===== src/rtl/dss_pkg.sv =====
// ----------------------------------------------------------------------------
// dss_pkg
// Shared types and constants of the drum step sequencer: field widths,
// stream packing, command, result kind and register index codes.
// ----------------------------------------------------------------------------
package dss_pkg;

  // field widths of the input and result beats
  localparam int WIDX_W      = 9;
  localparam int NOTE_W      = 8;
  localparam int KIND_W      = 2;
  localparam int IN_TDATA_W  = 24;   // playing, write_index, write_value, zero fill
  localparam int OUT_TDATA_W = 8;    // note

  // tick count and step period widths
  localparam int TICK_W = 16;
  localparam int PER_W  = 17;        // step_ticks plus step_remainder can carry

  // configuration port
  localparam int CFG_AW = 2;
  localparam int CFG_DW = 16;

  localparam logic [CFG_AW-1:0] REG_BAR_TICKS  = 2'd0;
  localparam logic [CFG_AW-1:0] REG_STEP_TICKS = 2'd1;
  localparam logic [CFG_AW-1:0] REG_STEP_REM   = 2'd2;
  localparam logic [CFG_AW-1:0] REG_METRONOME  = 2'd3;

  // input command (travels in tuser)
  localparam logic CMD_TICK  = 1'b0;
  localparam logic CMD_WRITE = 1'b1;

  // result kinds (travel in tuser)
  localparam logic [KIND_W-1:0] KIND_PERC  = 2'd0;
  localparam logic [KIND_W-1:0] KIND_BASS  = 2'd1;
  localparam logic [KIND_W-1:0] KIND_CLICK = 2'd2;
  localparam logic [KIND_W-1:0] KIND_BAR   = 2'd3;

  // status of the remainder unit
  typedef struct packed {
    logic done;   // one-cycle pulse when the remainder is ready
    logic zero;   // remainder is zero
  } mod_res_t;

endpackage


===== src/rtl/dss_mod.sv =====
// ----------------------------------------------------------------------------
// dss_mod
// Bit-serial restoring remainder unit: tick count modulo step period,
// one dividend bit per cycle.
// ----------------------------------------------------------------------------
module dss_mod (
  input  logic                        clk,
  input  logic                        rst_n,
  input  logic                        start,
  input  logic [dss_pkg::TICK_W-1:0]  dividend,
  input  logic [dss_pkg::PER_W-1:0]   divisor,   // nonzero
  output dss_pkg::mod_res_t           res
);
  import dss_pkg::*;

  localparam int CNT_W = $clog2(TICK_W + 1);

  logic [CNT_W-1:0]  cnt_r;
  logic              busy_r;
  logic              done_r;
  logic [PER_W-1:0]  rem_r;
  logic [TICK_W-1:0] dvd_r;
  logic [PER_W-1:0]  div_r;
  logic [PER_W:0]    trial;
  logic [PER_W:0]    diff;

  assign trial = {rem_r, dvd_r[TICK_W-1]};
  assign diff  = trial - {1'b0, div_r};

  always_ff @(posedge clk) begin
    if (!rst_n) begin
      busy_r <= 1'b0;
      done_r <= 1'b0;
      cnt_r  <= '0;
    end else begin
      done_r <= 1'b0;
      if (start) begin
        busy_r <= 1'b1;
        cnt_r  <= CNT_W'(TICK_W);
      end else if (busy_r) begin
        cnt_r <= cnt_r - CNT_W'(1);
        if (cnt_r == CNT_W'(1)) begin
          busy_r <= 1'b0;
          done_r <= 1'b1;
        end
      end
    end
  end

  always_ff @(posedge clk) begin
    if (start) begin
      rem_r <= '0;
      dvd_r <= dividend;
      div_r <= divisor;
    end else if (busy_r) begin
      // keep the trial difference when it does not go negative
      if (trial >= {1'b0, div_r}) begin
        rem_r <= diff[PER_W-1:0];
      end else begin
        rem_r <= trial[PER_W-1:0];
      end
      dvd_r <= {dvd_r[TICK_W-2:0], 1'b0};
    end
  end

  assign res.done = done_r;
  assign res.zero = (rem_r == '0);

  a_done_after_busy: assert property (@(posedge clk) disable iff (!rst_n)
    done_r |-> $past(busy_r))
    else $error("remainder done without a running operation");

  a_start_runs: assert property (@(posedge clk) disable iff (!rst_n)
    start |=> busy_r && cnt_r == CNT_W'(TICK_W))
    else $error("remainder unit did not start");

  a_rem_bound: assert property (@(posedge clk) disable iff (!rst_n)
    busy_r && div_r != '0 && cnt_r != CNT_W'(TICK_W) |-> rem_r < div_r)
    else $error("partial remainder not below divisor");

endmodule


===== src/rtl/drum_step_sequencer.sv =====
// ----------------------------------------------------------------------------
// drum_step_sequencer
// Steps through one bar of a drum pattern held in an on-chip pattern
// memory, giving click, percussion, bass and bar-end beats per tick.
// ----------------------------------------------------------------------------
// Tick beat: waits on the bit-serial remainder unit; a step then reads
//   DRUM_TRACKS + 1 pattern entries, and result beats follow at one per
//   cycle while the output is not stalled. A bar-end tick skips the
//   remainder unit and the reads.
// Reset (rst_n low, synchronous): registers to defaults, count and step
//   cleared; pattern memory contents stay undefined until written.
module drum_step_sequencer #(
  parameter int MAX_STEPS       = 64,
  parameter int TRACKS_PER_STEP = 5,
  parameter int DRUM_TRACKS     = 4,
  parameter int CLICK_PERIOD    = 1000
) (
  input  logic                             clk,
  input  logic                             rst_n,
  // input stream
  input  logic                             in_tvalid,
  output logic                             in_tready,
  input  logic [dss_pkg::IN_TDATA_W-1:0]   in_tdata,   // playing, write_index[8:0],
                                                       // write_value[7:0], zero fill
  input  logic                             in_tuser,   // command
  // result stream
  output logic                             out_tvalid,
  input  logic                             out_tready,
  output logic [dss_pkg::OUT_TDATA_W-1:0]  out_tdata,  // note[7:0]
  output logic [dss_pkg::KIND_W-1:0]       out_tuser,  // kind[1:0]
  output logic                             out_tlast,
  // configuration
  input  logic                             cfg_we,
  input  logic [dss_pkg::CFG_AW-1:0]       cfg_addr,
  input  logic [dss_pkg::CFG_DW-1:0]       cfg_wdata
);
  import dss_pkg::*;

  localparam int STORE_SIZE = MAX_STEPS * TRACKS_PER_STEP;
  localparam int NENT       = DRUM_TRACKS + 1;
  localparam int MW         = $clog2(STORE_SIZE);
  localparam int OW         = $clog2(STORE_SIZE + 1);
  localparam int SW         = OW + 5;
  localparam int MASK_W     = DRUM_TRACKS + 3;
  localparam int SEL_W      = $clog2(MASK_W);
  localparam int EIW        = $clog2(NENT);
  localparam int RCW        = $clog2(NENT + 1);
  localparam int PH_W       = $clog2(CLICK_PERIOD + 1);
  localparam int BASS_BIT   = DRUM_TRACKS + 1;
  localparam int BAR_BIT    = DRUM_TRACKS + 2;

  localparam logic [1:0] ST_IDLE = 2'd0;
  localparam logic [1:0] ST_MOD  = 2'd1;
  localparam logic [1:0] ST_READ = 2'd2;
  localparam logic [1:0] ST_EMIT = 2'd3;

  // configuration registers
  logic [TICK_W-1:0] bar_ticks_r;
  logic [TICK_W-1:0] step_ticks_r;
  logic [TICK_W-1:0] step_rem_r;
  logic              metro_r;

  // sequencer state
  logic [1:0]        state_r;
  logic [TICK_W-1:0] tick_cnt_r;
  logic [PH_W-1:0]   clk_ph_r;     // tick_cnt_r modulo CLICK_PERIOD
  logic [OW-1:0]     step_off_r;
  logic [MASK_W-1:0] emit_mask_r;
  logic [RCW-1:0]    rd_cnt_r;
  logic              rd_pend_r;
  logic [EIW-1:0]    rd_slot_r;
  logic              rd_inr_r;
  logic [NOTE_W-1:0] ent_r [NENT];

  // pattern memory
  logic [NOTE_W-1:0] mem [STORE_SIZE];
  logic [NOTE_W-1:0] mem_q_r;
  logic              mem_we;
  logic [MW-1:0]     mem_waddr;
  logic [MW-1:0]     mem_raddr;

  // output register
  logic              out_valid_r;
  logic [KIND_W-1:0] out_kind_r;
  logic [NOTE_W-1:0] out_note_r;
  logic              out_last_r;

  // input fields
  logic              in_cmd;
  logic              in_playing;
  logic [WIDX_W-1:0] in_widx;
  logic [NOTE_W-1:0] in_wval;
  logic              in_acc;
  logic              tick_acc;
  logic              click;
  logic              at_bar_end;

  logic [PER_W-1:0]  period;
  logic [PER_W-1:0]  mod_divisor;
  logic              mod_start;
  mod_res_t          mod_res;

  logic [SW-1:0]     rd_addr;
  logic              rd_in_range;
  logic [NOTE_W-1:0] rd_value;
  logic [SW-1:0]     off_next;

  logic              out_free;
  logic [SEL_W-1:0]  sel_idx;
  logic              sel_found;
  logic [MASK_W-1:0] mask_rest;
  logic [EIW-1:0]    ent_sel;
  logic [KIND_W-1:0] sel_kind;
  logic [NOTE_W-1:0] sel_note;
  logic              emit_go;

  assign in_cmd     = in_tuser;
  assign in_playing = in_tdata[0];
  assign in_widx    = in_tdata[WIDX_W:1];
  assign in_wval    = in_tdata[WIDX_W+NOTE_W:WIDX_W+1];

  assign in_tready  = (state_r == ST_IDLE);
  assign in_acc     = in_tvalid && in_tready;
  assign tick_acc   = in_acc && in_cmd == CMD_TICK && in_playing;
  assign click      = metro_r && clk_ph_r == '0;
  assign at_bar_end = !(tick_cnt_r < bar_ticks_r);

  // the step after the first one carries the leftover ticks
  always_comb begin
    if (step_rem_r != '0 && step_off_r == OW'(TRACKS_PER_STEP)) begin
      period = PER_W'(step_ticks_r) + PER_W'(step_rem_r);
    end else begin
      period = PER_W'(step_ticks_r);
    end
    mod_divisor = (period == '0) ? PER_W'(1) : period;
  end

  assign mod_start = tick_acc && !at_bar_end;

  dss_mod u_mod (
    .clk      (clk),
    .rst_n    (rst_n),
    .start    (mod_start),
    .dividend (tick_cnt_r),
    .divisor  (mod_divisor),
    .res      (mod_res)
  );

  // configuration writes
  always_ff @(posedge clk) begin
    if (!rst_n) begin
      bar_ticks_r  <= TICK_W'(4000);
      step_ticks_r <= TICK_W'(250);
      step_rem_r   <= '0;
      metro_r      <= 1'b0;
    end else if (cfg_we) begin
      unique case (cfg_addr)
        REG_BAR_TICKS:  bar_ticks_r  <= cfg_wdata[TICK_W-1:0];
        REG_STEP_TICKS: step_ticks_r <= cfg_wdata[TICK_W-1:0];
        REG_STEP_REM:   step_rem_r   <= cfg_wdata[TICK_W-1:0];
        REG_METRONOME:  metro_r      <= cfg_wdata[0];
        default: ;
      endcase
    end
  end

  // pattern memory port
  assign mem_we      = in_acc && in_cmd == CMD_WRITE && int'(in_widx) < STORE_SIZE;
  assign mem_waddr   = MW'(in_widx);
  assign rd_addr     = SW'(step_off_r) + SW'(rd_cnt_r);
  assign rd_in_range = rd_addr < SW'(STORE_SIZE);
  assign mem_raddr   = MW'(rd_addr);

  always_ff @(posedge clk) begin
    if (mem_we) begin
      mem[mem_waddr] <= in_wval;
    end
    mem_q_r <= mem[mem_raddr];
  end

  // entries past the store read as empty
  assign rd_value = rd_inr_r ? mem_q_r : '0;
  assign off_next = SW'(step_off_r) + SW'(TRACKS_PER_STEP);

  always_ff @(posedge clk) begin
    if (rd_pend_r) begin
      ent_r[rd_slot_r] <= rd_value;
    end
  end

  // pick the lowest pending result
  always_comb begin
    sel_idx   = '0;
    sel_found = 1'b0;
    for (int i = 0; i < MASK_W; i++) begin
      if (!sel_found && emit_mask_r[i]) begin
        sel_idx   = SEL_W'(i);
        sel_found = 1'b1;
      end
    end
  end

  assign mask_rest = emit_mask_r & ~(MASK_W'(1) << sel_idx);
  assign ent_sel   = EIW'(sel_idx - SEL_W'(1));

  always_comb begin
    if (sel_idx == '0) begin
      sel_kind = KIND_CLICK;
      sel_note = '0;
    end else if (sel_idx == SEL_W'(BAR_BIT)) begin
      sel_kind = KIND_BAR;
      sel_note = '0;
    end else if (sel_idx == SEL_W'(BASS_BIT)) begin
      sel_kind = KIND_BASS;
      sel_note = ent_r[ent_sel];
    end else begin
      sel_kind = KIND_PERC;
      sel_note = ent_r[ent_sel];
    end
  end

  assign out_free = !out_valid_r || out_tready;
  assign emit_go  = state_r == ST_EMIT && emit_mask_r != '0 && out_free;

  // sequencer control
  always_ff @(posedge clk) begin
    if (!rst_n) begin
      state_r     <= ST_IDLE;
      tick_cnt_r  <= '0;
      clk_ph_r    <= '0;
      step_off_r  <= '0;
      emit_mask_r <= '0;
      rd_cnt_r    <= '0;
      rd_pend_r   <= 1'b0;
      rd_slot_r   <= '0;
      rd_inr_r    <= 1'b0;
    end else begin
      rd_pend_r <= (state_r == ST_READ) && rd_cnt_r != RCW'(NENT);
      rd_slot_r <= EIW'(rd_cnt_r);
      rd_inr_r  <= rd_in_range;
      if (rd_pend_r) begin
        emit_mask_r[SEL_W'(rd_slot_r) + SEL_W'(1)] <= (rd_value != '0);
      end
      unique case (state_r)
        ST_IDLE: begin
          if (tick_acc) begin
            // click in the lowest bit, bar end in the highest
            emit_mask_r <= {at_bar_end, {(MASK_W-2){1'b0}}, click};
            if (at_bar_end) begin
              tick_cnt_r <= '0;
              clk_ph_r   <= '0;
              step_off_r <= '0;
              state_r    <= ST_EMIT;
            end else begin
              state_r <= ST_MOD;
            end
          end
        end
        ST_MOD: begin
          if (mod_res.done) begin
            tick_cnt_r <= tick_cnt_r + TICK_W'(1);
            clk_ph_r   <= (clk_ph_r == PH_W'(CLICK_PERIOD - 1)) ? '0
                                                                : clk_ph_r + PH_W'(1);
            rd_cnt_r   <= '0;
            state_r    <= mod_res.zero ? ST_READ : ST_EMIT;
          end
        end
        ST_READ: begin
          if (rd_cnt_r == RCW'(NENT)) begin
            // advance only while a whole step still fits
            if (off_next <= SW'(STORE_SIZE)) begin
              step_off_r <= OW'(off_next);
            end
            state_r <= ST_EMIT;
          end else begin
            rd_cnt_r <= rd_cnt_r + RCW'(1);
          end
        end
        ST_EMIT: begin
          if (emit_mask_r == '0) begin
            state_r <= ST_IDLE;
          end else if (out_free) begin
            emit_mask_r <= mask_rest;
            if (mask_rest == '0) begin
              state_r <= ST_IDLE;
            end
          end
        end
        default: state_r <= ST_IDLE;
      endcase
    end
  end

  // output register: load a new beat whenever the slot frees up
  always_ff @(posedge clk) begin
    if (!rst_n) begin
      out_valid_r <= 1'b0;
    end else if (out_free) begin
      out_valid_r <= emit_go;
    end
  end

  always_ff @(posedge clk) begin
    if (emit_go) begin
      out_kind_r <= sel_kind;
      out_note_r <= sel_note;
      out_last_r <= (mask_rest == '0);
    end
  end

  assign out_tvalid = out_valid_r;
  assign out_tdata  = out_note_r;
  assign out_tuser  = out_kind_r;
  assign out_tlast  = out_last_r;

  a_phase_tracks_count: assert property (@(posedge clk) disable iff (!rst_n)
    tick_cnt_r == '0 |-> clk_ph_r == '0)
    else $error("click phase out of step with tick count");

  a_offset_bound: assert property (@(posedge clk) disable iff (!rst_n)
    step_off_r <= OW'(STORE_SIZE))
    else $error("step offset past pattern memory");

  a_idle_no_pending: assert property (@(posedge clk) disable iff (!rst_n)
    state_r == ST_IDLE |-> emit_mask_r == '0)
    else $error("idle with results still pending");

  a_read_in_window: assert property (@(posedge clk) disable iff (!rst_n)
    rd_pend_r |-> state_r == ST_READ)
    else $error("memory read data arrived outside the read window");

endmodule


===== config.mk =====
export PLATFORM = sky130hd
export DESIGN_NAME = drum_step_sequencer
export DESIGN_NICKNAME = d
export VERILOG_FILES = /design/src/rtl/dss_pkg.sv /design/src/rtl/dss_mod.sv /design/src/rtl/drum_step_sequencer.sv
export SDC_FILE = /design/constraint.sdc
export NUM_CORES = 2
export LEC_CHECK = 0
export BUFFER_PORTS_ARGS = -buffer_cell sky130_fd_sc_hd__buf_4
export CORE_MARGIN = 1
export CORE_UTILIZATION = 45
export DETAILED_ROUTE_END_ITERATION = 10
export PLACE_DENSITY = 0.6
export SETUP_SLACK_MARGIN = 0.2
export SLEW_MARGIN = 20
export SYNTH_ARGS = -nofsm -noshare
export SYNTH_HDL_FRONTEND = slang
export SYNTH_HIERARCHICAL = 1
export SYNTH_SLANG_ARGS = --single-unit

===== constraint.sdc =====
create_clock -name clk -period 5.2 [get_ports clk]
set_clock_uncertainty 0.05 [all_clocks]
set_input_delay 0.26 -clock clk [delete_from_list [all_inputs] [get_ports clk]]
set_output_delay 0.26 -clock clk [all_outputs]
set_load 0.005 [all_outputs]

==> out/metrics.cfg <==
[worst_setup_path]
crit_fanout = 25
crit_top_cell = buf_4
criticalPathCategory = flop to flop
crit_path_start = step_off_r[0]
crit_slowest_cell = fa_4
timing.critical_path.slowest_cell_delay_ns = 1.11
critPathArrivalTime_ns = 5.48
path_buf_inv = 3
critPathTopFamily = multiplexers
cp-start-kind = flop
reg2reg_from = step_off_r[0]
endpoint_kind = flop
path_cells = ha_4 -> fa_4 -> buf_4 -> mux4_2 -> mux4_2 -> mux2i_1 -> buf_4 -> o32ai_1 -> a41oi_1 -> buf_4 -> a31oi_1
worstPathRequired_ns = 5.95

[yosys]
synth-edff-count = 2644
ys_ff_latch = 2778
syn_nets = 5708
synth_area_sq_um = 110700
ys_warn_count = 6
synth_flop_cell = edfxtp_1
ys_seq_area_frac = 0.7412
yosysUniqueCellTypes = 90
syn_avg_cell_area_sq_um = 19.83
synthArstFlopShare = 0
syn_inst = 5586

[floorplanning]
die_w_microns = 498.1
die_height_microns = 498.1
initial_utilization = 0.4540
die_area_sq_um = 248100
rows = 181
core-area_sq_um = 243900
ios = 61

[cells_and_area]
nets = 6118
fillers = 19120
final_layout_size_suffix_gt1_frac = 0.2605
final_common_cell = edfxtp_1
finalInstanceArea_sq_um = 126700
area_delta_synth_final_pct = 14.43
final_cell_mix = edfxtp_1, mux4_2, nor2_1

[clock_network]
cts_setup_buffers = 0
clock-sinks = 2778
cts_tree = done
clkTransAtPathRegs_ns = 0.06
h-tree-depth = 5
clock_latency_ns = 0.93
cts.path.max_buffers = 4
cts-root-buf = clkbuf_16
numCtsBuffers = 304

[place]
routabilityCongestion = 0.8564
port_buffers = 54
hpwl_microns = 163800
placed_area_sq_um = 117000

[timing]
tightestPinTransition_ns = 1.217
post-route-min-period_ns = 4.731
rsz0062_at_grt = no
finalCritPeriodShare = 0.9097
hold_violations = 0
setup-violations-final = 0
fmax_mhz = 211.4
slew_viol_final = 0
final.setup.tns_ns = 0
slew_headroom = 0.1858

[global_routing]
antenna_found_initial = 6
grt_max_degree = 153
gr-usage-met1 = 0.3046
gr-usage-met2 = 0.3394
met3_usage = 0.04051
grt_pass1_wl_microns = 388600
first_global_vias = 56350
gr-total-overflow = 0
grt_usage = 0.2138
grt_busiest_layer = met2

[drt]
routedWlPerCell_microns = 28.08
first_pass_iters = 6
drt-initial-drc-count = 5902
drt_wl_total_microns = 264400
drc = 0
num_vias = 55220
drt-vias-per-instance = 5.863
ant_nets = 0

[power]
leakagePower_uw = 0.03893
powerDensity_nw_per_um2 = 381.7
vdd_ir_drop_max_mv = 0.3595

[run]
maxCapViolCount = 0

[hold_path]
worstHoldPathType = input port to flop
hp-start = in_tdata[1]

[run_status]
status = complete, no violations

power breakdown:
part           switching [uW]  internal (uW)  total [uW]
sequential                125          24600       24700
clock                    8450          11800       20200
combinational            1940           1470        3410
total                   10500          37800       48400
tightest hold or removal path: cells and delay by family:
family / cells / cell delay [ns]
buffers and inverters: 1 / 0.10
and+or+nand+nor: 3 / 0.49
synthesized netlist by cell type (all sizes together), types with 16 or more instances:
| master | instances | share of area |
|---|---|---|
| nor4 | 31 | 0.0019 |
| clkbuf | 195 | 0.0067 |
| nor3 | 34 | 0.0015 |
| o21ai | 67 | 0.0031 |
| inv | 66 | 0.0022 |
| buf | 119 | 0.0052 |
| mux4 | 778 | 0.16 |
| and2 | 29 | 0.0016 |
| a21boi | 41 | 0.0028 |
| edfxtp | 2644 | 0.72 |
| nor2 | 426 | 0.014 |
| ha | 71 | 0.0080 |
| nand3 | 121 | 0.0055 |
| mux2 | 18 | 0.0018 |
| and3 | 22 | 0.0012 |
| a211oi | 16 | 0.0012 |
| nand2 | 304 | 0.010 |
| o22ai | 19 | 0.0011 |
| a21oi | 63 | 0.0029 |
| mux2i | 44 | 0.0040 |
| a31oi | 18 | 0.0010 |
| nand4 | 28 | 0.0016 |
| dfxtp | 134 | 0.024 |
| a21o | 19 | 0.0013 |
| xnor2 | 48 | 0.0038 |
flip-flops by register name, indices dropped and copies added (netlist names), 8 cells and up:
register / count
mem_q_r: 8
clk_ph_r: 10
tick_cnt_r: 16
step_rem_r: 16
bar_ticks_r: 16
u_mod/div_r: 17
step_ticks_r: 16
u_mod/dvd_r: 16
out_tdata: 8
u_mod/rem_r: 17
step_off_r: 9
ent_r: 40
mem: 2560
cell families after synthesis:
kind of cell / synth area share
AOI/OAI and AO/OA: 0.02365
adders and majority gates: 0.008564
xor gates and xnor gates: 0.004983
buffers and inverters: 0.01409
muxes: 0.1640
DFF: 0.7412
and+or+nand+nor: 0.04352
stage by stage:
| stage | setup WS, ns | cells | total power (uW) | util | hold slack, ns |
|---|---|---|---|---|---|
| detailed placement | 0.3849 | 8842 | 28620 | 0.4796 | 0.4143 |
| floorplan | 1.049 | 5586 | 27390 | - | 0.3089 |
| CTS | 0.3841 | 9417 | 48770 | 0.5195 | 0.03181 |
| global placement | 0.3802 | 8842 | 28560 | 0.4795 | 0.4124 |
| global route | 0.2229 | 9418 | 49850 | 0.5196 | 0.08658 |
| finish | 0.4695 | 9419 | 48370 | 0.5196 | 0.09567 |
layer usage:
metal,wire length [microns],share of wire
met5,0,0
met4,6047,0.023
met3,18760,0.071
met2,127400,0.48
met1,112300,0.42
worst paths after layout:
check,to,slack (ns),cells after the start
min,mem[194][3],0.1,4
max,mem_q_r[6],0.47,11
min reg2reg,bar_ticks_r[13],0.42,2
max reg2reg,mem_q_r[6],0.47,11
timing repair:
item / CTS / global route
hold buffers: 50 / 0
endpoints found under the setup margin: 0 / 0
hold endpoints to repair: 895 / 0
resized for setup: 0 / 0
cell type report:
class                      count  area [sq um]  area share
clock inverter               151          1195    0.009429
clock buffer                 374          8028     0.06335
antenna                        2         5.005  0.00003949
timing repair buffer         418          3849     0.03037
inverter                      66         247.7    0.001955
tap                         3202          4006     0.03161
sequential                  2778         82080      0.6477
multi-input combinational   2428         27320      0.2156
No activity file was read; power rests on OpenSTA's default activity.
